File: config.mk
export PLATFORM = sky130hd
export DESIGN_NAME = fpa_mul
export DESIGN_NICKNAME = d
export VERILOG_FILES = /design/src/rtl/fpa_pkg.sv /design/src/rtl/fpa_mul.sv
export SDC_FILE = /design/constraint.sdc
export NUM_CORES = 2
export LEC_CHECK = 0
export BUFFER_PORTS_ARGS = -buffer_cell sky130_fd_sc_hd__buf_2
export CAP_MARGIN = 0
export CORE_MARGIN = 2
export CORE_UTILIZATION = 66
export DETAILED_ROUTE_END_ITERATION = 10
export GPL_TIMING_DRIVEN = 0
export PLACE_DENSITY = 0.88
export SETUP_SLACK_MARGIN = 0.05
export SLEW_MARGIN = 20
export SYNTH_ARGS = -nofsm -noshare
export SYNTH_HDL_FRONTEND = slang
export SYNTH_SLANG_ARGS = --single-unit
File: constraint.sdc
create_clock -name vclk -period 17.9
set_input_delay 0.895 -clock vclk [all_inputs]
set_output_delay 0.895 -clock vclk [all_outputs]
set_load 0.01 [all_outputs]
File: src/rtl/fpa_pkg.sv
// package: shared constants, opcodes and beat types for the fixed-point alu
`default_nettype none
package fpa_pkg;

	// configuration
	localparam int FRACTION_BITS = 8;
	localparam int DATA_WIDTH = 32;
	localparam int FIELD_W = 32;
	// datapath width, clamped to the field width
	localparam int EW = (DATA_WIDTH < FIELD_W) ? DATA_WIDTH : FIELD_W;
	// divider numerator / quotient width
	localparam int NW = EW + FRACTION_BITS;
	localparam int DIV_BITS = 2;
	localparam int DIV_STAGES = (NW + DIV_BITS - 1) / DIV_BITS;
	localparam int CNT_W = $clog2(NW + 1);

	// opcodes
	typedef enum logic [3:0] {
		FN_ADD   = 4'd0,
		FN_SUB   = 4'd1,
		FN_MUL   = 4'd2,
		FN_DIV   = 4'd3,
		FN_GT    = 4'd4,
		FN_LT    = 4'd5,
		FN_GE    = 4'd6,
		FN_LE    = 4'd7,
		FN_EQ    = 4'd8,
		FN_NE    = 4'd9,
		FN_MIN   = 4'd10,
		FN_MAX   = 4'd11,
		FN_INC   = 4'd12,
		FN_DEC   = 4'd13,
		FN_TOINT = 4'd14
	} fpa_func_t;

	// status codes
	localparam logic [1:0] ST_OK = 2'd0;
	localparam logic [1:0] ST_OVF = 2'd1;
	localparam logic [1:0] ST_DIV0 = 2'd2;

	// saturation bounds
	localparam logic [EW-1:0] EW_MAX = {1'b0, {(EW - 1){1'b1}}};
	localparam logic [EW-1:0] EW_MIN = {1'b1, {(EW - 1){1'b0}}};

	typedef struct packed {
		logic [3:0] func;
		logic signed [FIELD_W-1:0] operand_a;
		logic signed [FIELD_W-1:0] operand_b;
	} fpa_in_t;

	typedef struct packed {
		logic signed [FIELD_W-1:0] result_raw;
		logic [1:0] status;
	} fpa_out_t;

	// item state as it moves down the pipeline
	typedef struct packed {
		logic [3:0] func;
		logic neg;
		logic [EW-1:0] res;
		logic [1:0] st;
		logic [NW-1:0] num;
		logic [EW-1:0] rem;
		logic [NW-1:0] quo;
		logic [EW-1:0] den;
		logic [CNT_W-1:0] cnt;
		logic [2*EW-1:0] prod;
	} fpa_work_t;

endpackage
`default_nettype wire

File: src/rtl/fpa_mul.sv
// magnitude product for the multiply op
`default_nettype none
module fpa_mul (
	input  wire fpa_pkg::fpa_work_t work_in,
	output fpa_pkg::fpa_work_t      work_out
);
	import fpa_pkg::*;

	// top bits of the numerator hold |a|
	always_comb begin
		work_out = work_in;
		work_out.prod = (2 * EW)'(work_in.num[NW-1 -: EW]) * (2 * EW)'(work_in.den);
	end

endmodule
`default_nettype wire

# [Yosys cells after proc, flatten, opt, wreduce, memory -nomap -nowiden]
# Cells that the tools add are included.
[word_totals] ramBits=0 word_cells=1 register_bits=0 latchBits=0 rom_bits=0 memories=0
[op_classes] n_shift=0 n_mux=0 eq_ne=0 n_mul=1 n_lt_le_gt_ge=0 div_mod_pow=0 bitwise_logic=0 reduce_logical=0 addsub=0
[ops] cell="multiplier 32 x 32 -> 64 bit" n=1

# [Longest topological paths before layout]
[depth] word_depth=1 mapped_depth=28

# [Worst setup path before layout]
# No wires, ideal clock.
[synth_path] path_kind="input port to output port" from="input work_in[207] (netlist name)" to="output work_out[57] (netlist name)" t_arrival_ns=7.560 required_ns=17.005 cell_stages=26 setup_slack_ns=9.445 cell_sequence="clkbuf_1 > nand2_1 > fa_1 > inv_1 > fa_1 > inv_1 > fa_1 > inv_1 > fa_1 > fa_1 > inv_1 > fa_1 > fa_1 > fa_1 > inv_1 > ha_1 > clkbuf_1 > a21oi_1 > o21ai_0 > a221o_1 > a21oi_1 > o22a_1 > a21oi_1 > a211oi_1 > o21ai_0 > xor2_1"
[synth_lines] element="start, declared" line_no="fpa_mul.sv:4" source="input wire fpa_pkg::fpa_work_t work_in,"
[synth_lines] element="end, declared" line_no="fpa_mul.sv:5" source="output fpa_pkg::fpa_work_t work_out"

==> flow_summary.yaml <==
synth:
  synth.mux.area_fraction: 0
  synthMostInstantiatedCell: "fa_1"
  synth_top_area_share: 0.516
  syn_inst: 3886
  synth_cell_types: 57
  synth_xor_xnor_area_share: 0.0159
  synth-simple-area-share: 0.174
  syn_area_per_cell_um2: 8.94
  yosys.area_share.adder: 0.611
  synthTopCellsByCount: "fa_1 (896), inv_1 (869), and2_1 (599)"
  yosysTopAreaCell: "fa_1"
  synth-compound-area-share: 0.0405
  syn_area_um2: 34800
  synth_top_family_by_area: "adder cells"
  ys_top_cells_by_area: "fa_1 (52%), and2_1 (11%), ha_1 (9.5%)"
  syn_nets: 5298
  yosysWarnings: 0
  yosysSeqAreaShare: 0
timing:
  rsz0062_at_grt: "false"
  tightest_slew_ns: 1.05
  hold_violations: 0
  slew_viol_final: 0
  setup_violations: 0
  max_slew_margin: 0.292
  tns_ns: 0
  max_freq_ghz: 0.0934
  fin_crit_sh: 0.598
  layout_min_cycle_time_ns: 10.70
final_layout:
  clkbuf_count: 0
  area_growth_pct: 7.10
  final_nets: 5617
  final_area_um2: 37200
  ff_latch_area_um2: 0
  seq_cells: 0
  drive_gt1_frac: 0.127
setup_path:
  required_ns: 17.01
  path_max_fanout: 10
  critPathKind: "input pin to output pin"
  cp-start-kind: "input pin"
  crit_path_end_kind: "output pin"
  crit_arrival_ns: 9.81
  crit_start: "work_in[198]"
drt:
  drt_first_pass_iters: 6
  drt_iter0_drc: 3183
  postRouteAntennaNets: 0
  wl_per_cell_um: 23.8
  drc: 0
  vias: 28600
  drt_wl_total_um: 116000
  vias_per_cell: 5.85
run:
  drv_cap: 0
floorplanning:
  rows: 84
  fp.dieArea_um2: 54500
  start_util: 0.664
  core-area_um2: 52300
  pin_count: 506
  die_h_um: 233
  die_x_um: 233
worst_hold_path:
  holdPathStages: 2
  holdCritPathClass: "input pin to output pin"
  hold_start: "work_in[235]"
  holdPathEnd: "work_out[235]"
grt:
  grt_max_degree: 11
  grt_pass1_vias: 29700
  track_usage: 0.445
  grt_overflow: 0
  grt_pass1_wl_um: 176000
  antenna_found_initial: 10
placement:
  placed_cell_area_um2: 37200
  dp_hpwl_um: 102000
  port_buffers: 317
  gp_congestion: 1.12
run_status:
  status: "finished clean"
clock_tree:
  cts_resized: 0
  post_cts_buffers: 0
  ctsHoldBuffers: 0
-- how the worst max path moves through the flow --
stage | slack [ns] | cells after the start | to
2_1_floorplan | 9.44 | 26 | work_out[57]
3_3_place_gp | 7.50 | 25 | work_out[50]
3_5_place_dp | 7.47 | 23 | work_out[48]
4_1_cts | 7.45 | 23 | work_out[48]
5_1_grt | 7.13 | 25 | work_out[61]
6_report | 7.20 | 25 | work_out[50]
-- area by class of cell --
class | count | area, um2
timing repair buffer | 317 | 1590
inverter | 869 | 3260
fill | 3994 | 15100
multi-input combinational | 2607 | 29200
antenna | 8 | 20.0
buffer | 410 | 2260
tap | 688 | 861
-- logic make-up after synthesis --
family / count (synthesis)
adders and majority gates: 1159
AOI/OAI and AO/OA: 214
xor gates and xnor gates: 63
buffers and inverters: 1279
and+or+nand+nor: 1171
-- metal layers --
layer / vias up / routed length [um] / GRT usage
li1: 11700 / - / -
met1: 14000 / 37700 / 0.538
met2: 2272 / 49800 / 0.651
met3: 615 / 19600 / 0.208
met4: 10 / 9100 / 0.259
met5: - / 207 / 0.0147
-- critical path, cell delays in order --
cell      delay [ns]
buf_2           0.18
clkbuf_1        0.73
and2_1          0.27
fa_1            0.46
fa_1            0.55
inv_1           0.12
fa_1            0.47
fa_1            0.54
inv_1           0.05
fa_1            0.77
fa_1            0.51
fa_1            0.55
fa_1            0.43
ha_1            0.29
clkbuf_1        0.30
a21oi_1         0.15
o21ai_0         0.48
nor2_1          0.10
o221ai_1        0.22
a21oi_1         0.39
o41ai_2         0.49
a21boi_0        0.18
o21ba_2         0.23
xnor2_1         0.22
buf_2           0.19
-- per-stage QoR --
step / hold slack, ns / instances / util / setup slack (ns)
after global placement: 1.97 / 4891 / 0.711 / 7.50
after CTS: 1.97 / 4891 / 0.711 / 7.45
after detailed placement: 1.97 / 4891 / 0.711 / 7.47
after global routing: 1.98 / 4894 / 0.711 / 7.13
final: 1.97 / 4899 / 0.711 / 7.20
after floorplan: 1.88 / 3886 / - / 9.44
-- layout by cell type (no fill, tap or decap), drive strengths merged, types with 14 or more instances in the layout --
cell    Yosys  final
nor2       31     31
o21bai     14     14
buf       196    513
nand2     484    484
and2      599    599
fa        896    896
a21o       19     19
xnor2      38     38
inv       869    869
xor2       25     25
a21oi      81     81
ha        263    263
o21ai      47     47
nand4      25     25
clkbuf    214    214
