### config.mk
export PLATFORM = sky130hd
export DESIGN_NAME = fpa_div_step
export DESIGN_NICKNAME = d
export VERILOG_FILES = /design/src/rtl/fpa_pkg.sv /design/src/rtl/fpa_div_step.sv
export SDC_FILE = /design/constraint.sdc
export NUM_CORES = 1
export LEC_CHECK = 0
export ABC_AREA = 1
export BUFFER_PORTS_ARGS = -buffer_cell sky130_fd_sc_hd__buf_4
export CORE_AREA = 4 4 196 198
export DETAILED_ROUTE_END_ITERATION = 6
export DIE_AREA = 0 0 200 202
export SYNTH_ARGS = -nofsm -noshare
export SYNTH_HDL_FRONTEND = slang
export SYNTH_SLANG_ARGS = --single-unit
### constraint.sdc
create_clock -name vclk -period 4.8
set_clock_uncertainty 0.2 [all_clocks]
set_input_delay 0 -clock vclk [all_inputs]
set_output_delay 0 -clock vclk [all_outputs]
set_load 0.02 [all_outputs]
### src/rtl/fpa_pkg.sv
// package: shared constants, opcodes and beat types for the fixed-point alu
`default_nettype none
package fpa_pkg;

	// configuration
	localparam int FRACTION_BITS = 8;
	localparam int DATA_WIDTH = 32;
	localparam int FIELD_W = 32;
	// datapath width, clamped to the field width
	localparam int EW = (DATA_WIDTH < FIELD_W) ? DATA_WIDTH : FIELD_W;
	// divider numerator / quotient width
	localparam int NW = EW + FRACTION_BITS;
	localparam int DIV_BITS = 2;
	localparam int DIV_STAGES = (NW + DIV_BITS - 1) / DIV_BITS;
	localparam int CNT_W = $clog2(NW + 1);

	// opcodes
	typedef enum logic [3:0] {
		FN_ADD   = 4'd0,
		FN_SUB   = 4'd1,
		FN_MUL   = 4'd2,
		FN_DIV   = 4'd3,
		FN_GT    = 4'd4,
		FN_LT    = 4'd5,
		FN_GE    = 4'd6,
		FN_LE    = 4'd7,
		FN_EQ    = 4'd8,
		FN_NE    = 4'd9,
		FN_MIN   = 4'd10,
		FN_MAX   = 4'd11,
		FN_INC   = 4'd12,
		FN_DEC   = 4'd13,
		FN_TOINT = 4'd14
	} fpa_func_t;

	// status codes
	localparam logic [1:0] ST_OK = 2'd0;
	localparam logic [1:0] ST_OVF = 2'd1;
	localparam logic [1:0] ST_DIV0 = 2'd2;

	// saturation bounds
	localparam logic [EW-1:0] EW_MAX = {1'b0, {(EW - 1){1'b1}}};
	localparam logic [EW-1:0] EW_MIN = {1'b1, {(EW - 1){1'b0}}};

	typedef struct packed {
		logic [3:0] func;
		logic signed [FIELD_W-1:0] operand_a;
		logic signed [FIELD_W-1:0] operand_b;
	} fpa_in_t;

	typedef struct packed {
		logic signed [FIELD_W-1:0] result_raw;
		logic [1:0] status;
	} fpa_out_t;

	// item state as it moves down the pipeline
	typedef struct packed {
		logic [3:0] func;
		logic neg;
		logic [EW-1:0] res;
		logic [1:0] st;
		logic [NW-1:0] num;
		logic [EW-1:0] rem;
		logic [NW-1:0] quo;
		logic [EW-1:0] den;
		logic [CNT_W-1:0] cnt;
		logic [2*EW-1:0] prod;
	} fpa_work_t;

endpackage
`default_nettype wire

### src/rtl/fpa_div_step.sv
// restoring division, DIV_BITS quotient bits per stage
`default_nettype none
module fpa_div_step (
	input  wire fpa_pkg::fpa_work_t work_in,
	output fpa_pkg::fpa_work_t      work_out
);
	import fpa_pkg::*;

	logic [EW:0] trial;

	always_comb begin
		work_out = work_in;
		trial = '0;
		for (int i = 0; i < DIV_BITS; i++) begin
			// skip steps past the last numerator bit
			if (work_out.cnt < CNT_W'(NW)) begin
				trial = {work_out.rem, work_out.num[NW-1]};
				work_out.num = work_out.num << 1;
				if (trial >= {1'b0, work_out.den}) begin
					trial = trial - {1'b0, work_out.den};
					work_out.quo = {work_out.quo[NW-2:0], 1'b1};
				end else begin
					work_out.quo = {work_out.quo[NW-2:0], 1'b0};
				end
				work_out.rem = trial[EW-1:0];
				work_out.cnt = work_out.cnt + 1'b1;
			end
		end
	end

endmodule
`default_nettype wire

-- Word-level counts from Yosys, hierarchy flattened
Index checks and enable logic that the tools add are counted.
- $add $sub $neg: 4
- multipliers: 0
- divide/modulo/power cells: 0
- magnitude comparators: 4
- equality and inequality tests: 0
- shift-type cells: 0
- muxes and demuxes: 8
- bitwise operators: 0
- reduce and logical (&&, ||, !) cells: 0
- operator list (operator ; number):
    2-to-1 mux 112 bit ; 2
    >= comparator 33 x 32 -> 1 bit ; 2
    2-to-1 mux 32 bit ; 2
    subtractor 32 bit ; 2
    adder 6 x 1 -> 6 bit, second input constant ; 2
    < comparator 6 bit, second input constant ; 2
    2-to-1 mux 6 bit ; 2
    2-to-1 mux 1 bit ; 2
- register bits: 0
- latch bits: 0
- memory bits (writable): 0
- bits in read-only memories: 0
- input bits: 253
- logic and storage cells: 16
- memories kept: 0

-- Longest topological paths before layout
- depth after elaboration: 6
- mapped depth: 32
- mapped depth without buffers: 30

-- Worst setup path before layout
OpenSTA, ideal clock, no wires.
- path kind: input port to output port
- start: input work_in[72] (netlist bit)
- end: output work_out[169] (netlist bit)
- data arrival time: 3560 ps
- data required time: 4600 ps
- slack: 1040 ps
- cell stages on the path: 31
- buffers on the path: 2
- cell sequence: inv_1 -> ha_1 -> nand2_1 -> nand2_1 -> nand2_1 -> nand2_1 -> nand2_1 -> nand3_2 -> nand2_1 -> nand3_2 -> nand2_2 -> clkbuf_1 -> nand3_1 -> nand3_1 -> nand2_1 -> inv_1 -> ha_1 -> a21oi_1 -> nand2_1 -> a21oi_1 -> o21ai_2 -> nand2_1 -> nand2_1 -> nand3_1 -> nand2_1 -> nand2_2 -> nand3_4 -> buf_6 -> nand2_1 -> nand2_1 -> nor2_1
- RTL lines (element ; line ; source):
    start, declared ; fpa_div_step.sv:4 ; input wire fpa_pkg::fpa_work_t work_in,
    end, declared ; fpa_div_step.sv:5 ; output fpa_pkg::fpa_work_t work_out

==> summary.txt <==
Outcome
  • Status: complete, no violations

Min path
  • Hold Crit Class: input pin to output pin

STA
  • Slew @ Worst Pin: between 0.8 and 0.9 ns
  • Final worst setup slack: 0.2316 ns
  • Final setup viols: 0
  • Tmin final: 4.568 ns
  • Final slew viol count: 0
  • Setup Total Neg Slack: 0 ns
  • Highest achievable clock rate: 218.9 MHz
  • Tcrit/Tclk final: 95.18%
  • Slew headroom: between 40% and 50%
  • Hold Vio Cnt, Final: 0

Yosys
  • Post-synth top area cell: nand2_1
  • Net count after synthesis: 1,877
  • Syn avg cell area: 5.698 µm²
  • Sequential share of the synthesized area: 0%
  • Top area cells in the synthesized netlist: nand2_1 (18%), mux2i_1 (16%), buf_4 (12%)
  • Post-Syn Instances: around 1,600
  • Cell with the most instances after synthesis: nand2_1
  • Post-Synthesis Cell Area: roughly 9000 µm²
  • Post-synth cell types: 43
  • Most frequent cells after synthesis: nand2_1 (428), inv_1 (200), buf_4 (144), mux2i_1 (141), nand3_1 (115)
  • Synth top area share: a little under a fifth
  • YS warnings: 0

Floorplan
  • Total I/O pin count: 506
  • Core Region: about 37,000 µm²
  • Die Width: ~200 µm
  • Initial Util: 24.28%
  • Cell Rows: 70
  • Die area: 40,400 µm²
  • Die height: 202 µm

Cells and area
  • NumNets Final: 2,146
  • Finished Cell Area: around 12,000 µm²
  • Area growth from synthesis to layout: 37.13%
  • Layout cell share with drive strength beyond 1: 24.79%
  • Multi-input gate area in the final layout: 7099 µm²
  • Total number of sequential cells: 0
  • Reg area: 0 µm²
  • CLK BUF: 0
  • Fillcell total: 4,021

Worst setup path
  • Critical path required time: 4.60 ns
  • Cell mode on critical path: nand2_1
  • Kind of critical path: input pin to output pin
  • Worst setup EP type: output pin
  • Cell at the slowest stage of the critical path: fa_1
  • Critical Path AT: 4.37 ns
  • CP peak stage delay: 0.44 ns
  • Worst setup SP type: input pin
  • CP max FO: 22

Detailed routing
  • Drt total wl: 44,610 µm
  • DRT iter0 DRCs: between 700 and 800
  • Drt first pass iters: 7
  • Routed Antenna Nets: 0
  • Vias per cell: 4.868
  • DRC viols: 0
  • Via count: 11,170
  • Drt wl/cell: 19.44 µm

Place
  • Hpwl dp: 38,240 µm
  • Pre-CTS setup slack: 0.005019 ns
  • Placed instance area: 10,770 µm²
  • Routability congestion estimate: 0.9436
  • PortBufs: 300

Global route
  • All-Layer GR Usage: approximately a fifth
  • Vias in the first global route: 10,810
  • Overflow after GRT: 0
  • Initial antenna violation count: 5
  • Largest net degree at the start of global routing: 78
  • First-pass GRT wire length: 63,620 µm

Pwr
  • Sequential power share: 0%
  • Int Pwr: roughly 1000 µW
  • VDD IR max: 0.1366 mV
  • Power Dens Cells: 211.3 nW/µm²
  • Clock power share: 0%
  • Comb pwr share: 100.0%
  • Switch share: 61.36%
  • Static Leakage: 0.006650 µW
  • Switching power: approximately 1600 µW

Run
  • Max-Cap Viols: 0
-- layer usage --
| layer | vias to the layer above | track usage [%] | part of all wire (%) |
|---|---|---|---|
| li1 | 5474 | - | - |
| met1 | 5086 | 24.40 | 39 |
| met2 | 538 | 34.77 | 48 |
| met3 | 75 | 4.034 | 8.3 |
| met4 | 0 | 7.472 | 4.5 |
| met5 | - | 0 | 0 |
-- kinds of logic (layout without fill, tap and decap cells) --
family          Yosys count  in the layout  share of synthesized area, %
compound gates          176            176                         11.02
simple gates            742            743                         36.31
buf+inv                 388            654                         22.93
fa+ha+maj                68             68                         9.766
xor+xnor                 41             41                         4.050
mux                     141            141                         15.92
other cells               0              4                             0
-- path summary, 6_finish.rpt --
path / slack [ns] / start / endpoint / cells past startpoint
max: 0.23 / work_in[72] / work_out[172] / 31
min: 0.008 / work_in[80] / work_out[80] / 2
-- cells in the final DEF, fill, tap and decap left out, types with 37 or more instances in the layout --
cell / synthesis / routed
mux2i_1: 141 / 141
nor2_1: 96 / 91
buf_4: 144 / 339
nand2_1: 428 / 418
a21oi_1: 79 / 69
nand4_1: 37 / 37
o21ai_0: 59 / 57
dlygate4sd3_1: 0 / 103
ha_1: 66 / 53
inv_1: 200 / 197
nand3_1: 115 / 115
-- stage by stage --
step | hold slack, ns | util (%) | std cells | total power (µW)
after floorplan | -0.08741 | - | 1556 | 1582
after global placement | -0.1999 | 29.50 | 2176 | 2341
after detailed placement | -0.1999 | 29.50 | 2176 | 2344
after CTS | 0.008024 | 32.32 | 2279 | 2486
after global routing | 0.01700 | 33.27 | 2292 | 2779
final | 0.007516 | 33.29 | 2295 | 2569
-- power groups by stage --
stage / Clock [µW] / Combinational [µW] / Sequential (µW)
3_5_place_dp: 0 / 2340 / 0
2_1_floorplan: 0 / 1580 / 0
4_1_cts: 0 / 2490 / 0
6_report: 0.000112 / 2570 / 0
5_1_grt: 0.0000279 / 2780 / 0
3_3_place_gp: 0 / 2340 / 0
-- final cells by class --
type | instances | area share (%)
inverters | 205 | 6.360
diodes | 4 | 0.08233
well taps | 468 | 4.816
multi-input cells | 1169 | 58.39
repair buffers | 449 | 30.35
-- critical path, delay by kind of cell --
family                   cells  cell delay (ns)
adder cells (fa/ha/maj)      2             0.78
AND/OR/NAND/NOR             18             1.74
buffers and inverters        7             0.92
AO/OA/AOI/OAI                3             0.72
XOR/XNOR                     1             0.18
-- timing repair --
| item | in CTS | in global routing |
|---|---|---|
| hold endpoints to repair | 103 | 0 |
| setup endpoints to repair | 0 | 33 |
| hold buffers | 103 | 0 |
| setup buffers | 0 | 11 |
| resized for setup | 0 | 60 |
(Power assumes the default switching activity.)
