===== config.mk =====
export PLATFORM = sky130hd
export DESIGN_NAME = fpa_prep
export DESIGN_NICKNAME = d
export VERILOG_FILES = /design/src/rtl/fpa_pkg.sv /design/src/rtl/fpa_prep.sv
export SDC_FILE = /design/constraint.sdc
export NUM_CORES = 1
export LEC_CHECK = 0
export ABC_AREA = 0
export BUFFER_PORTS_ARGS = -buffer_cell sky130_fd_sc_hd__buf_2
export CAP_MARGIN = 40
export CORE_MARGIN = 2
export CORE_UTILIZATION = 46
export DETAILED_ROUTE_END_ITERATION = 12
export PLACE_DENSITY = 0.83
export SETUP_SLACK_MARGIN = 0.4
export SLEW_MARGIN = 0
export SYNTH_ARGS = -nofsm -noshare
export SYNTH_HDL_FRONTEND = slang
export SYNTH_SLANG_ARGS = --single-unit

===== constraint.sdc =====
create_clock -name vclk -period 10.43
set_input_delay 2.086 -clock vclk [all_inputs]
set_output_delay 2.086 -clock vclk [all_outputs]
set_load 0.01 [all_outputs]

===== src/rtl/fpa_pkg.sv =====
// package: shared constants, opcodes and beat types for the fixed-point alu
`default_nettype none
package fpa_pkg;

	// configuration
	localparam int FRACTION_BITS = 8;
	localparam int DATA_WIDTH = 32;
	localparam int FIELD_W = 32;
	// datapath width, clamped to the field width
	localparam int EW = (DATA_WIDTH < FIELD_W) ? DATA_WIDTH : FIELD_W;
	// divider numerator / quotient width
	localparam int NW = EW + FRACTION_BITS;
	localparam int DIV_BITS = 2;
	localparam int DIV_STAGES = (NW + DIV_BITS - 1) / DIV_BITS;
	localparam int CNT_W = $clog2(NW + 1);

	// opcodes
	typedef enum logic [3:0] {
		FN_ADD   = 4'd0,
		FN_SUB   = 4'd1,
		FN_MUL   = 4'd2,
		FN_DIV   = 4'd3,
		FN_GT    = 4'd4,
		FN_LT    = 4'd5,
		FN_GE    = 4'd6,
		FN_LE    = 4'd7,
		FN_EQ    = 4'd8,
		FN_NE    = 4'd9,
		FN_MIN   = 4'd10,
		FN_MAX   = 4'd11,
		FN_INC   = 4'd12,
		FN_DEC   = 4'd13,
		FN_TOINT = 4'd14
	} fpa_func_t;

	// status codes
	localparam logic [1:0] ST_OK = 2'd0;
	localparam logic [1:0] ST_OVF = 2'd1;
	localparam logic [1:0] ST_DIV0 = 2'd2;

	// saturation bounds
	localparam logic [EW-1:0] EW_MAX = {1'b0, {(EW - 1){1'b1}}};
	localparam logic [EW-1:0] EW_MIN = {1'b1, {(EW - 1){1'b0}}};

	typedef struct packed {
		logic [3:0] func;
		logic signed [FIELD_W-1:0] operand_a;
		logic signed [FIELD_W-1:0] operand_b;
	} fpa_in_t;

	typedef struct packed {
		logic signed [FIELD_W-1:0] result_raw;
		logic [1:0] status;
	} fpa_out_t;

	// item state as it moves down the pipeline
	typedef struct packed {
		logic [3:0] func;
		logic neg;
		logic [EW-1:0] res;
		logic [1:0] st;
		logic [NW-1:0] num;
		logic [EW-1:0] rem;
		logic [NW-1:0] quo;
		logic [EW-1:0] den;
		logic [CNT_W-1:0] cnt;
		logic [2*EW-1:0] prod;
	} fpa_work_t;

endpackage
`default_nettype wire


===== src/rtl/fpa_prep.sv =====
// operand decode, direct results of the simple ops and divider/multiplier setup
`default_nettype none
module fpa_prep (
	input  wire fpa_pkg::fpa_in_t in_beat,
	output fpa_pkg::fpa_work_t    work
);
	import fpa_pkg::*;

	logic signed [EW-1:0] a;
	logic signed [EW-1:0] b;
	logic [EW:0] sum;
	logic [EW:0] dif;
	logic [EW:0] incr;
	logic [EW:0] decr;
	logic [EW-1:0] mag_a;
	logic [EW-1:0] mag_b;

	// operands and magnitudes
	always_comb begin
		a = in_beat.operand_a[EW-1:0];
		b = in_beat.operand_b[EW-1:0];
		sum = {a[EW-1], a} + {b[EW-1], b};
		dif = {a[EW-1], a} - {b[EW-1], b};
		incr = {a[EW-1], a} + {{EW{1'b0}}, 1'b1};
		decr = {a[EW-1], a} - {{EW{1'b0}}, 1'b1};
		mag_a = a[EW-1] ? (~a + 1'b1) : a;
		mag_b = b[EW-1] ? (~b + 1'b1) : b;
	end

	// direct results of the simple ops and setup of the long ops
	always_comb begin
		work = '0;
		work.func = in_beat.func;
		work.neg = a[EW-1] ^ b[EW-1];
		work.num = NW'(mag_a) << FRACTION_BITS;
		work.den = mag_b;
		work.st = ST_OK;
		case (in_beat.func)
			FN_ADD: begin
				work.res = sum[EW-1:0];
				if (sum[EW] != sum[EW-1]) begin
					work.res = sum[EW] ? EW_MIN : EW_MAX;
					work.st = ST_OVF;
				end
			end
			FN_SUB: begin
				work.res = dif[EW-1:0];
				if (dif[EW] != dif[EW-1]) begin
					work.res = dif[EW] ? EW_MIN : EW_MAX;
					work.st = ST_OVF;
				end
			end
			FN_INC: begin
				work.res = incr[EW-1:0];
				if (incr[EW] != incr[EW-1]) begin
					work.res = EW_MAX;
					work.st = ST_OVF;
				end
			end
			FN_DEC: begin
				work.res = decr[EW-1:0];
				if (decr[EW] != decr[EW-1]) begin
					work.res = EW_MIN;
					work.st = ST_OVF;
				end
			end
			FN_DIV: begin
				if (b == '0) begin
					work.st = ST_DIV0;
				end
			end
			FN_GT:    work.res = EW'(a > b);
			FN_LT:    work.res = EW'(a < b);
			FN_GE:    work.res = EW'(a >= b);
			FN_LE:    work.res = EW'(a <= b);
			FN_EQ:    work.res = EW'(a == b);
			FN_NE:    work.res = EW'(a != b);
			FN_MIN:   work.res = (a < b) ? a : b;
			FN_MAX:   work.res = (a > b) ? a : b;
			FN_TOINT: work.res = a >>> FRACTION_BITS;
			default:  work.res = '0;
		endcase
	end

endmodule
`default_nettype wire


-- Word-level counts from Yosys, hierarchy flattened
Cells that the tools add are included.
- flip-flop bits (word level): 0
- input bits: 68
- output and inout port bits: 253
- add/subtract/negate cells: 6
- order comparisons: 4
- equal/unequal tests: 19
- multiplexer cells: 13
- bitwise logic cells: 3
- reductions and logical operators: 2
- operators by type and width (operator ; number):
    case mux 32 bit (13 select lines) ; 1
    2-to-1 mux 32 bit ; 6
    2-to-1 mux 34 bit ; 4
    adder 32 x 1 -> 32 bit, second input constant ; 2
    NOT 32 bit ; 2
    adder 32 x 2 -> 33 bit, second input constant ; 1
    adder 32 x 32 -> 33 bit ; 1
    subtractor 32 x 2 -> 33 bit, second input constant ; 1
    subtractor 32 x 32 -> 33 bit ; 1
    == test 32 bit ; 1
    >= comparator 32 bit ; 1
    > comparator 32 bit ; 1
    less-or-equal comparator 32 bit ; 1
    logical NOT 32 bit ; 1
    < comparator 32 bit ; 1
    inequality test 32 bit ; 1
    == test 4 bit, second input constant ; 7
    == test 4 x 3 -> 1 bit, second input constant ; 4
    case mux 2 bit (5 select lines) ; 1
    == test 4 x 1 -> 1 bit, second input constant ; 1
    == test 4 x 2 -> 1 bit, second input constant ; 1
    logical NOT 4 bit ; 1
    inequality test 1 bit ; 4
    2-to-1 mux 2 bit ; 1
    bitwise XOR 1 bit ; 1

-- Logic depth before layout (Yosys ltp)
- depth after elaboration: 4
- gate-level depth with buffers: 16
- depth with buffers taken out: 14

-- Worst setup path after synthesis
OpenSTA, ideal clock, no wires.
- kind: input-to-output
- from: input in_beat[51] in the netlist's numbering
- to: output work[233] in the netlist's numbering
- arrival time: 5812 ps
- data required time: 8344 ps
- slack: 2532 ps
- stages: 15
- buffers on the path: 5
- cells stage by stage: buf_2 -> or4_4 -> or4_4 -> or3_1 -> clkbuf_1 -> nor3_1 -> nor2_1 -> ha_1 -> or4b_2 -> clkbuf_1 -> clkbuf_1 -> clkbuf_1 -> o211ai_1 -> a221oi_1 -> o211ai_1
- RTL lines (item ; line ; source):
    start: declaration ; fpa_prep.sv:4 ; input wire fpa_pkg::fpa_in_t in_beat,
    end: declaration ; fpa_prep.sv:5 ; output fpa_pkg::fpa_work_t work

==> impl_results.md <==
* Remaining Overflow, GRT at 0
* Slew HR at about 37%
* Die Width at roughly 150 um
* Full die area at between 20,000 and 25,000 um2
* Effective utilization at floorplan at 46.42%
* Fraction of layout cells with a size suffix above 1 at 13.50%
* Area of the multi-input gates at approximately 8400 um2
* Avg Inst Size Synth at 6.265 um2
* Slew @ Worst Pin at just over 0.9 ns
* Worst EP required at approximately 8.3 ns
* Pre-antenna DRT Iters at 6
* Row cnt at between 50 and 60
* Startpoint types: input pin
* Syn Inst Count at between 1,500 and 2,000
* Register area at 0 um2
* Layout area overhead at 3.793%
* Worst min path class: input pin to output pin
* Inst Count DP at roughly 1,900
* Num ports at around 320
* Vias in the first global route at 10,650
* Crit path DAT at about 6.6 ns
* Synthesized area at between 9000 and 10,000 um2
* Fillers at around 2,200
* CP endpoint kind: output pin
* Non-Filler Instances at 1,891
* Min Tclk post-route at about 8.7 ns
* Status: finished clean
* Antenna Nets Post-Route at 0
* Final nets at 1,756
* CLK BUF at 0
* Placed cell areas at ~10,000 um2
* Highest clock rate at roughly 110 MHz
* Sequential share of the synthesized area at 0%
* Post-DP HPWL at 31,700 um
* Synth Warn # at 0
* Post-Route WL at 41,030 um
* Yosys cell types at 72
* CTS Hold Bufs at 0
* Max Cap Violations at 0
* Via count at around 12,000
* Total track usage at 34.70%
* Antenna violations before repair at 2
* Final hold violations at 0
* First-pass GRT wire length at just over 60,000 um
* Layout Cell Area excl Fill at 10,030 um2
* # port buffers at 171
* CP max FO at 33
* Drt drc at 0
* Final period util at 83.63%
* Postcts setup bufs at 0
* TNS Setup at 0 ns
* Sequential cell count at 0
* Via-to-Cell Ratio at ~6.4
* Routed len/inst at between 20 and 25 um
* Setup violations, final at 0
* GPL Wtd Cong at approximately 1.1
* Die Y-Extent at ~150 um
* CP Class: input pin to output pin
* Largest net degree at the start of global routing at 43
* Slew Viols, Final at 0
* RSZ-0062 raised after global routing: no
* Initial DRC Count at between 1,500 and 2,000
* Post-CTS Resized at 0
* Core area at 20,820 um2
==> per-stage QoR <==
| stage | hold WS, ns | setup WS [ns] | util [%] |
|---|---|---|---|
| 2_1_floorplan | 4.260 | 2.532 | - |
| 3_3_place_gp | 4.449 | 1.911 | 47.99 |
| 3_5_place_dp | 4.454 | 1.889 | 48.17 |
| 4_1_cts | 4.454 | 1.879 | 48.17 |
| 5_1_grt | 4.462 | 1.618 | 48.17 |
| 6_report | 4.454 | 1.708 | 48.19 |
==> worst paths after layout <==
path / start / end / slack [ns] / cells after the start
setup / recovery: in_beat[31] / work[234] / 1.71 / 12
hold / removal: in_beat[66] / work[251] / 4.45 / 2
==> layout make-up <==
| type | count | area share (%) |
|---|---|---|
| multi-input cells | 1353 | 83.75 |
| repair buffers | 190 | 10.10 |
| well taps | 275 | 3.429 |
| inverters | 72 | 2.694 |
| diodes | 1 | 0.02494 |
==> layout by cell type, fill, tap and decap left out, drive strengths merged, types with 60 or more instances in the layout <==
cell type	n
conb	150
buf	190
nand3	60
o21ai	169
inv	71
ha	69
nor2	102
nand2	110
a21oi	110
xnor2	115
==> cells by family after synthesis <==
family	Yosys count	synth area share [%]
xor+xnor	135	12.23
buf+inv	339	19.40
fa+ha+maj	73	9.552
compound gates	502	33.01
other cells	1	0.03879
simple gates	488	25.23
mux	5	0.5436
==> cells in the mapped netlist (all sizes together) (25+ instances only) <==
| library cell | count | area (um2) |
|---|---|---|
| o211ai | 28 | 210.2 |
| buf | 174 | 1256 |
| ha | 69 | 863.3 |
| inv | 71 | 266.5 |
| o21ai | 169 | 845.8 |
| nor2 | 102 | 382.9 |
| nand3 | 60 | 300.3 |
| nand2 | 110 | 412.9 |
| clkbuf | 93 | 349.1 |
| nor3 | 54 | 270.3 |
| nand2b | 25 | 156.4 |
| xnor2 | 115 | 1007 |
| a21oi | 110 | 554.3 |
==> critical path, stage by stage <==
cell and delay [ns]:
buf_2 0.55, inv_1 0.25, ha_1 0.62, clkinv_1 0.36
or3_1 0.44, a221o_1 0.30, o31a_1 0.38, xnor2_1 0.71
buf_4 0.43, o21ai_0 0.16, o2111ai_1 0.16, buf_2 0.18
==> routing by layer <==
| metal | global-route usage (%) | vias to the layer above | routed length (um) | part of all wire (%) |
|---|---|---|---|---|
| met3 | 4.985 | 159 | 5059 | 12 |
| met1 | 47.11 | 5494 | 16030 | 39 |
| li1 | - | 5412 | - | - |
| met5 | 0 | - | 11 | 0.027 |
| met2 | 54.79 | 1003 | 17900 | 44 |
| met4 | 14.71 | 2 | 2025 | 4.9 |
