[config.mk]
export PLATFORM = sky130hd
export DESIGN_NAME = fpa_finish
export DESIGN_NICKNAME = d
export VERILOG_FILES = /design/src/rtl/fpa_pkg.sv /design/src/rtl/fpa_finish.sv
export SDC_FILE = /design/constraint.sdc
export NUM_CORES = 1
export LEC_CHECK = 0
export BUFFER_PORTS_ARGS = -buffer_cell sky130_fd_sc_hd__buf_2
export CAP_MARGIN = 10
export CORE_AREA = 2 2 163 165
export DETAILED_ROUTE_END_ITERATION = 7
export DIE_AREA = 0 0 165 167
export GPL_ROUTABILITY_DRIVEN = 1
export PLACE_DENSITY = 0.63
export SLEW_MARGIN = 20
export SYNTH_ARGS = -nofsm -noshare
export SYNTH_HDL_FRONTEND = slang
export SYNTH_SLANG_ARGS = --single-unit
[constraint.sdc]
create_clock -name vclk -period 7.48
set_input_delay 0.748 -clock vclk [all_inputs]
set_output_delay 0.748 -clock vclk [all_outputs]
set_load 0.02 [all_outputs]
[src/rtl/fpa_pkg.sv]
// package: shared constants, opcodes and beat types for the fixed-point alu
`default_nettype none
package fpa_pkg;

	// configuration
	localparam int FRACTION_BITS = 8;
	localparam int DATA_WIDTH = 32;
	localparam int FIELD_W = 32;
	// datapath width, clamped to the field width
	localparam int EW = (DATA_WIDTH < FIELD_W) ? DATA_WIDTH : FIELD_W;
	// divider numerator / quotient width
	localparam int NW = EW + FRACTION_BITS;
	localparam int DIV_BITS = 2;
	localparam int DIV_STAGES = (NW + DIV_BITS - 1) / DIV_BITS;
	localparam int CNT_W = $clog2(NW + 1);

	// opcodes
	typedef enum logic [3:0] {
		FN_ADD   = 4'd0,
		FN_SUB   = 4'd1,
		FN_MUL   = 4'd2,
		FN_DIV   = 4'd3,
		FN_GT    = 4'd4,
		FN_LT    = 4'd5,
		FN_GE    = 4'd6,
		FN_LE    = 4'd7,
		FN_EQ    = 4'd8,
		FN_NE    = 4'd9,
		FN_MIN   = 4'd10,
		FN_MAX   = 4'd11,
		FN_INC   = 4'd12,
		FN_DEC   = 4'd13,
		FN_TOINT = 4'd14
	} fpa_func_t;

	// status codes
	localparam logic [1:0] ST_OK = 2'd0;
	localparam logic [1:0] ST_OVF = 2'd1;
	localparam logic [1:0] ST_DIV0 = 2'd2;

	// saturation bounds
	localparam logic [EW-1:0] EW_MAX = {1'b0, {(EW - 1){1'b1}}};
	localparam logic [EW-1:0] EW_MIN = {1'b1, {(EW - 1){1'b0}}};

	typedef struct packed {
		logic [3:0] func;
		logic signed [FIELD_W-1:0] operand_a;
		logic signed [FIELD_W-1:0] operand_b;
	} fpa_in_t;

	typedef struct packed {
		logic signed [FIELD_W-1:0] result_raw;
		logic [1:0] status;
	} fpa_out_t;

	// item state as it moves down the pipeline
	typedef struct packed {
		logic [3:0] func;
		logic neg;
		logic [EW-1:0] res;
		logic [1:0] st;
		logic [NW-1:0] num;
		logic [EW-1:0] rem;
		logic [NW-1:0] quo;
		logic [EW-1:0] den;
		logic [CNT_W-1:0] cnt;
		logic [2*EW-1:0] prod;
	} fpa_work_t;

endpackage
`default_nettype wire

[src/rtl/fpa_finish.sv]
// rounding, sign and saturation for multiply and divide, result select
`default_nettype none
module fpa_finish (
	input  wire fpa_pkg::fpa_work_t work,
	output fpa_pkg::fpa_out_t       out_beat
);
	import fpa_pkg::*;

	localparam logic [2*EW-1:0] HALF = (FRACTION_BITS > 0) ?
		((2 * EW)'(1) << (FRACTION_BITS - 1)) : '0;

	logic [2*EW-1:0] mul_mag;
	logic [NW:0] div_mag;
	logic [EW-1:0] lim;
	logic [EW-1:0] sat;
	logic [EW-1:0] res;
	logic [1:0] st;

	always_comb begin
		// magnitude bound for the result sign
		lim = work.neg ? EW_MIN : EW_MAX;
		sat = work.neg ? EW_MIN : EW_MAX;
		mul_mag = (work.prod + HALF) >> FRACTION_BITS;
		div_mag = {1'b0, work.quo} + (NW + 1)'({work.rem, 1'b0} >= {1'b0, work.den});
		res = work.res;
		st = work.st;
		case (work.func)
			FN_MUL: begin
				if (mul_mag > (2 * EW)'(lim)) begin
					res = sat;
					st = ST_OVF;
				end else begin
					res = work.neg ? (~mul_mag[EW-1:0] + 1'b1) : mul_mag[EW-1:0];
				end
			end
			FN_DIV: begin
				if (work.st != ST_DIV0) begin
					if (div_mag > (NW + 1)'(lim)) begin
						res = sat;
						st = ST_OVF;
					end else begin
						res = work.neg ? (~div_mag[EW-1:0] + 1'b1) : div_mag[EW-1:0];
					end
				end
			end
			default: ;
		endcase
		out_beat.result_raw = FIELD_W'($signed(res));
		out_beat.status = st;
	end

endmodule
`default_nettype wire

Yosys cells after proc, flatten, opt, wreduce, memory -nomap -nowiden
Index checks and enable logic that the tools add are counted.
{ "word_totals": {"ff_bits": 0} }
{ "op_classes": {"n_addsub": 4, "magnitude_cmp": 3, "n_eq_ne": 3, "muxes": 11, "n_bitwise": 2} }
{ "ops": {"columns": ["op", "count"], "rows": [
  ["$mux 32", 6],
  ["$add 32x1->32 const B", 2],
  ["$add 64x8->64 const B", 1],
  ["$not 32->32", 2],
  ["$pmux 32 s2", 1],
  ["$gt 56x32->1", 1],
  ["$add 40x1->41", 1],
  ["$gt 41x32->1", 1],
  ["$ge 33x32->1", 1],
  ["$eq 4x2->1 const B", 2],
  ["$mux 2", 3],
  ["$pmux 2 s2", 1],
  ["$ne 2x2->1 const B", 1]
]} }

Logic depth before layout (Yosys ltp)
Gate-level depths: netlist (run 1).
{ "depth": {"ltp_word": 8, "mapped_depth": 34} }

Worst setup path after synthesis (run 1)
OpenSTA, ideal clock, no wires.
{ "synth_path": {"kind": "input to output", "startpoint": "input port work[88] in the netlist's numbering", "endpoint": "output port out_beat[20] in the netlist's numbering", "t_arrival_ns": 6.225, "t_required_ns": 6.732, "setup_slack_ns": 0.507, "path_stages": 32, "n_path_buf": 2, "path_cell_list": "inv_1 ha_1 a21o_1 a21o_1 a21o_1 a21o_1 a21o_1 a21o_1 a21oi_1 o211ai_1 nand2_1 nand3_1 ha_1 ha_1 clkbuf_1 nand4_1 or4_4 nor3_1 xnor2_1 inv_1 ha_1 nand4_1 nor4bb_1 o311ai_0 a21oi_1 o211ai_1 and4b_1 buf_2 and2_1 o21ai_0 nand2_1 a221oi_1"} }
{ "synth_lines": {"columns": ["item", "line_no", "source"], "rows": [
  ["from (decl)", "fpa_finish.sv:4", "input wire fpa_pkg::fpa_work_t work,"],
  ["to (decl)", "fpa_finish.sv:5", "output fpa_pkg::fpa_out_t out_beat"]
]} }

==> summary.md, run 1 <==
| Metric | Value |
|---|---|
| Clk pwr share | `0%` |
| Starting DRC count in detailed routing | `916` |
| Worst hold path depth | `4` |
| YS warnings | `0` |
| Peak supply drop | `21.4 uV` |
| Tightest Hold Check Type | `in -> out` |
| Row Count | `59` |
| NetSw | `278 uW` |
| Power Density | `46.9 nW/um^2` |
| Hold Startpoint | `work[245]` |
| Share of the synthesized area in the top cell type | `16.3%` |
| Crit Path Max Fanout | `7` |
| Largest net degree at the start of global routing | `58` |
| FMAX | `136 MHz` |
| RePlAce Congestion | `0.906` |
| DR vias/cell | `5.67` |
| Final Cell Area | `10300 um^2` |
| Worst-Margin Slew | `0.950 ns` |
| Total track usage | `20.8%` |
| Top post-synthesis cells by area | `ha_1, nand2_1, a21oi_1, xnor2_1, nand3_1` |
| # port buffers | `234` |
| Post-Place Cells | `1795` |
| GRT overflow | `0` |
| Met1 global-route usage | `29.0%` |
| Seq_cells | `0` |
| Cells after synthesis | `1191` |
| Syn nets | `1544` |
| Final Hold Viols | `0` |
| Num ports | `287` |
| Core ar. | `25800 um^2` |
| Crit path kind | `in -> out` |
| Nets | `1830` |
| Sequential power share | `0%` |
| Area of the multi-input gates | `7550 um^2` |
| Cell Int Power | `206 uW` |
| ANT nets after route | `0` |
| Critical Path End Type | `output pin` |
| Min Tclk post-route | `7.35 ns` |
| Combinational fraction of design power | `100.0%` |
| Final setup viols | `0` |
| Synth cell types | `78` |
| Post-Syn Area | `7670 um^2` |
| Critical path's largest stage delay | `0.62 ns` |
| Status | `completed` |
| Die footprint | `27600 um^2` |
| Total routed wirelength | `31000 um` |
| Post-route DRC | `0` |
| Area post-placement | `9700 um^2` |
| Critical Path AT | `6.61 ns` |
| Initial Util | `29.8%` |
| Initial antenna violation count | `1` |
| Cell taking the most area after synthesis | `ha_1` |
| Pre-antenna DRT Iters | `5` |
| Fin crit share | `98.3%` |
| GR Layer Usage met3 | `1.82%` |
| Layout cells sized above 1 | `29.1%` |
| Max transition margin | `36.6%` |
| GRT busiest layer | `met2` |
| Die X-Extent | `165 um` |
| Startpoint Class | `primary input` |
| Pwr Total | `485 uW` |
| Area Growth Syn to Fin | `34.8%` |
| Leakage Power | `4.68 nW` |
| Vias after detailed routing | `10300` |
| Number of global-route vias before repair | `9297` |
| Max Cap Viol | `0` |
| Filler cell count | `2789` |
| Register area share after synthesis | `0%` |
| Die height | `167 um` |
| Clkbuf count | `0` |
| Avg Synthesized Cell Area | `6.44 um^2` |
| First-pass GRT wire length | `47400 um` |
| Final Slew Violations | `0` |
| Routed length per instance | `17.1 um` |
| Worst path slowest cell | `or4_4` |
| CP required | `6.73 ns` |
| Reg area | `0 um^2` |
| Sw frac | `57.5%` |
| Finished Layout Cells | `1811` |
| Met2 GRT Util | `34.6%` |
| Hpwl dp | `25400 um` |
| Hold endpoint | `out_beat[31]` |
-- placed cells by master, fill, tap and decap left out, drive strengths merged, types with 18 or more instances in the layout --
cell type    n
mux2i       27
nand4       56
a21o        18
nor2        66
inv         95
o21ai       61
o211ai      21
nor4        24
xnor2       48
buf        337
ha         100
nand3       73
xor2        27
a21oi       93
a31oi       35
nand2      126
nor3        48
and3        26
-- through the flow --
| stage | util (%) | setup WS (ns) | TNS [ns] | hold slack, ns |
|---|---|---|---|---|
| 2_1_floorplan | - | 0.507 | 0 | 1.68 |
| 3_3_place_gp | 37.6 | -0.0798 | -0.443 | 1.84 |
| 3_5_place_dp | 37.6 | -0.230 | -2.32 | 1.84 |
| 4_1_cts | 37.7 | 0.0217 | 0 | 1.84 |
| 5_1_grt | 40.1 | -0.145 | -1.20 | 1.85 |
| 6_report | 40.1 | 0.126 | 0 | 1.84 |
-- power groups by stage --
stage               logic (mW)  registers [mW]  clock network (mW)
detailed placement       0.449               0                   0
CTS                      0.452               0                   0
floorplan                0.254               0                   0
global placement         0.437               0                   0
finish                   0.485               0        0.0000000179
global route             0.537               0        0.0000000179
-- cell type report --
type	count	area share (%)
multi-input cells	1042	73.0
repair buffers	338	19.5
well taps	335	4.05
inverters	95	3.45
diodes	1	0.0242
-- worst max path at each step --
stage	end	startpoint
final	out_beat[21]	work[142]
after global routing	out_beat[21]	work[71]
after CTS	out_beat[21]	work[88]
after detailed placement	out_beat[21]	work[98]
after global placement	out_beat[21]	work[98]
after floorplan	out_beat[20]	work[88]
-- synth_stat cells (all sizes together) (6+ instances only) --
cell	number
a211oi	17
a21o	18
a21oi	93
a221oi	8
a31oi	35
and2	13
and3	26
and4	17
buf	20
clkbuf	34
ha	100
inv	95
mux2i	27
nand2	126
nand2b	7
nand3	73
nand4	56
nor2	66
nor2b	11
nor3	48
nor3b	7
nor4	24
o211ai	21
o21ai	61
o31ai	11
o41ai	6
or2	6
or3	7
or4	9
xnor2	48
xor2	27
-- logic make-up (layout without fill, tap and decap cells) --
| group | count (synthesis) | after routing | share of synthesized area, % |
|---|---|---|---|
| AOI/OAI and AO/OA | 330 | 330 | 28.2 |
| muxes | 30 | 30 | 3.96 |
| xor gates and xnor gates | 75 | 75 | 8.81 |
| buffers and inverters | 149 | 433 | 7.67 |
| other | 0 | 1 | 0 |
| adders and majority gates | 100 | 100 | 16.3 |
| and+or+nand+nor | 507 | 507 | 35.1 |
-- layer usage --
| metal | vias up | share of wire (%) |
|---|---|---|
| met5 | - | 0 |
| met4 | 0 | 2.0 |
| li1 | 5092 | - |
| met2 | 409 | 46 |
| met1 | 4721 | 45 |
| met3 | 38 | 6.8 |
-- critical path, delay by kind of cell --
kind                       cells  cell delay [ns]
AOI/OAI and AO/OA              9             1.35
adders and majority gates      4             0.86
buffers and inverters          6             0.82
xor gates and xnor gates       1             0.18
and+or+nand+nor               13             2.63
-- repair_timing --
| item | 4_1_cts | 5_1_grt |
|---|---|---|
| cloned | 0 | 1 |
| gates resized for setup | 5 | 94 |
| setup buffers | 0 | 14 |
| endpoints found under the setup margin | 24 | 34 |
| pin swaps | 2 | 41 |
| hold buffers | 0 | 0 |
Power figures use the tool's default switching activity.
==> run 2: changes to the inputs <==
ABC_AREA = 1   (was default)
CORE_AREA = 2 2 178 180   (was 2 2 163 165)
DIE_AREA = 0 0 180 182   (was 0 0 165 167)
clock period = 6.1 ns   (was 7.48 ns; I/O delays follow)
==> run 2 against run 1 <==
Via count increased by 25%. Die area rose by 19%. Cell area is 19% higher. Wire length rose by 17%. Area after synthesis grew 20%. Highest routed layer unchanged. Critical endpoint unchanged. Critical path depth rose by 4.
==> summary.md, run 2 <==
| Metric | Value |
|---|---|
| Num ports | `287 (unchanged)` |
| Most common cell after layout, fill and taps aside | `nand2_1 (was buf_2)` |
| Post-Place Cells | `2573 (was 1795)` |
| Die X-Extent | `180 um (was 165 um)` |
| Post-Syn Area | `9190 um^2 (was 7670 um^2)` |
| Top layer in use | `met4 (unchanged)` |
| Status | `completed (unchanged)` |
| Core ar. | `31000 um^2 (was 25800 um^2)` |
| Final setup viols | `0 (unchanged)` |
| Largest net degree at the start of global routing | `68 (was 58)` |
| Row Count | `65 (was 59)` |
| Synth cell types | `39 (was 78)` |
| Starting DRC count in detailed routing | `665 (was 916)` |
| Number of global-route vias before repair | `11800 (was 9297)` |
| Peak supply drop | `23.7 uV (was 21.4 uV)` |
| Total routed wirelength | `36400 um (was 31000 um)` |
| Fin crit share | `96.6%` |
| Most frequent cells in the layout | `nand2_1, nor2_1, inv_1 (was buf_2, nand2_1, buf_4)` |
| DR vias/cell | `4.96 (was 5.67)` |
| Area of the multi-input gates | `8700 um^2 (was 7550 um^2)` |
| Startpoint Class | `primary input (unchanged)` |
| Worst-Margin Slew | `0.553 ns (was 0.950 ns)` |
| RSZ-0062 raised after global routing | `true` |
| Reg area | `0 um^2 (unchanged)` |
| Critical path's largest stage delay | `0.33 ns (was 0.62 ns)` |
| Tightest Hold Check Type | `in -> out (unchanged)` |
| Power Density | `56.8 nW/um^2 (was 46.9 nW/um^2)` |
| YS warnings | `0 (unchanged)` |
| Post-route DRC | `0 (unchanged)` |
| Final Slew Violations | `0 (unchanged)` |
| Worst path most repeated cell | `nand2_1` |
| GRT overflow | `0 (unchanged)` |
| Pre-antenna DRT Iters | `5 (unchanged)` |
| First-pass GRT wire length | `56000 um (was 47400 um)` |
| Nets | `2544 (was 1830)` |
| Syn nets | `2253 (was 1544)` |
| Total track usage | `20.5% (was 20.8%)` |
| Die footprint | `32800 um^2 (was 27600 um^2)` |
| Filler cell count | `3501 (was 2789)` |
| CP required | `5.49 ns (was 6.73 ns)` |
| Register area share after synthesis | `0% (unchanged)` |
| Final Hold Viols | `0 (unchanged)` |
| Die height | `182 um (was 167 um)` |
| Share of the synthesized area in the top cell type | `29.8% (was 16.3%)` |
| Final worst slack | `0.208 ns (was 0.126 ns)` |
| RePlAce Congestion | `0.959 (was 0.906)` |
| Pre-CTS WS | `-0.147 ns (was -0.230 ns)` |
| Min Tclk post-route | `5.89 ns` |
| Max Cap Viol | `0 (unchanged)` |
| Leakage Power | `6.63 nW (was 4.68 nW)` |
| FMAX | `170 MHz` |
| Initial Util | `29.6% (was 29.8%)` |
| Top post-synthesis cells by area | `nand2_1, ha_1, nor2_1, inv_1, nand3_1 (was ha_1, nand2_1, a21oi_1, xnor2_1, nand3_1)` |
| Crit path kind | `in -> out (unchanged)` |
| Initial antenna violation count | `0 (was 1)` |
| Count leader, synth | `nand2_1 (unchanged)` |
| Post-route met1 wirelength | `15700 um (was 14000 um)` |
| Crit Path Max Fanout | `6 (was 7)` |
| Max transition margin | `63.0% (was 36.6%)` |
| Routed length per instance | `14.0 um (was 17.1 um)` |
| Critical Path AT | `5.28 ns (was 6.61 ns)` |
| Fin Setup TNS | `0 ns (unchanged)` |
| Clkbuf count | `0 (unchanged)` |
| Vias after detailed routing | `12800 (was 10300)` |
| Finished Layout Cells | `2592 (was 1811)` |
| Post-synth top cells | `nand2_1, nor2_1, inv_1 (was nand2_1, ha_1, inv_1)` |
| Cell taking the most area after synthesis | `nand2_1 (was ha_1)` |
| Hpwl dp | `30700 um (was 25400 um)` |
| Seq_cells | `0 (unchanged)` |
| Pwr Total | `701 uW (was 485 uW)` |
| WL met3 | `1710 um (was 2120 um)` |
| Area Growth Syn to Fin | `34.4% (was 34.8%)` |
| DR WL met2 | `17700 um (was 14300 um)` |
| Layout cells sized above 1 | `22.8% (was 29.1%)` |
| Avg Synthesized Cell Area | `4.83 um^2 (was 6.44 um^2)` |
| Critical Path End Type | `output pin (unchanged)` |
| # port buffers | `234 (unchanged)` |
| Cells after synthesis | `1900 (was 1191)` |
| ANT nets after route | `0 (unchanged)` |
| Worst path slowest cell | `ha_1 (was or4_4)` |
==> run 2: worst paths after layout <==
kind	start	endpoint	slack, ns	depth (start not counted)
setup / recovery	work[154]	out_beat[21]	0.21	37
hold / removal	work[224]	out_beat[10]	1.55	4
==> run 2: kinds of logic (layout without fill, tap and decap cells) <==
| group | Yosys count | in the layout | synth area share, % |
|---|---|---|---|
| and+or+nand+nor | 1327 | 1327 | 61.1 |
| buffers and inverters | 279 | 568 | 11.7 |
| AOI/OAI and AO/OA | 149 | 149 | 9.28 |
| adders and majority gates | 100 | 100 | 13.6 |
| xor gates and xnor gates | 45 | 45 | 4.29 |
| other | 0 | 1 | 0 |
==> run 2: where the power goes <==
| part | switching, mW | internal [mW] |
|---|---|---|
| registers | 0 | 0 |
| clock network | 0 | 0.0000000220 |
| logic | 0.423 | 0.279 |
==> run 2: metrics by stage <==
| step | util, % | hold slack [ns] | cell area [um^2] |
|---|---|---|---|
| 6_report | 39.8 | 1.55 | 12300 |
| 5_1_grt | 39.8 | 1.58 | 12300 |
| 4_1_cts | 36.6 | 1.56 | 11300 |
| 3_5_place_dp | 36.4 | 1.56 | 11300 |
| 3_3_place_gp | 36.4 | 1.56 | 11300 |
| 2_1_floorplan | - | 1.36 | 9190 |
==> run 2: layer usage <==
layer | global-route usage [%] | vias to the layer above
met3 | 0.983 | 77
met2 | 37.2 | 366
met4 | 6.41 | 0
met5 | 0 | -
met1 | 26.0 | 5781
li1 | - | 6621
==> run 2: area by class of cell <==
cell class	instances	area share (%)
tap	402	4.08
antenna	1	0.0203
inverter	243	7.47
timing repair buffer	325	18.0
multi-input combinational	1621	70.5
==> run 2: repair_timing <==
action,CTS,global route
setup buffers,1,11
gates cloned,0,6
pin swaps,2,77
hold buffers,0,0
gates resized for setup,9,214
endpoints found under the setup margin,33,34
==> run 2: critical path: cells and delay by family <==
family          cells  cell delay (ns)
compound gates      2             0.27
fa+ha+maj           4             0.88
buf+inv             5             0.73
xor+xnor            1             0.11
simple gates       25             2.67
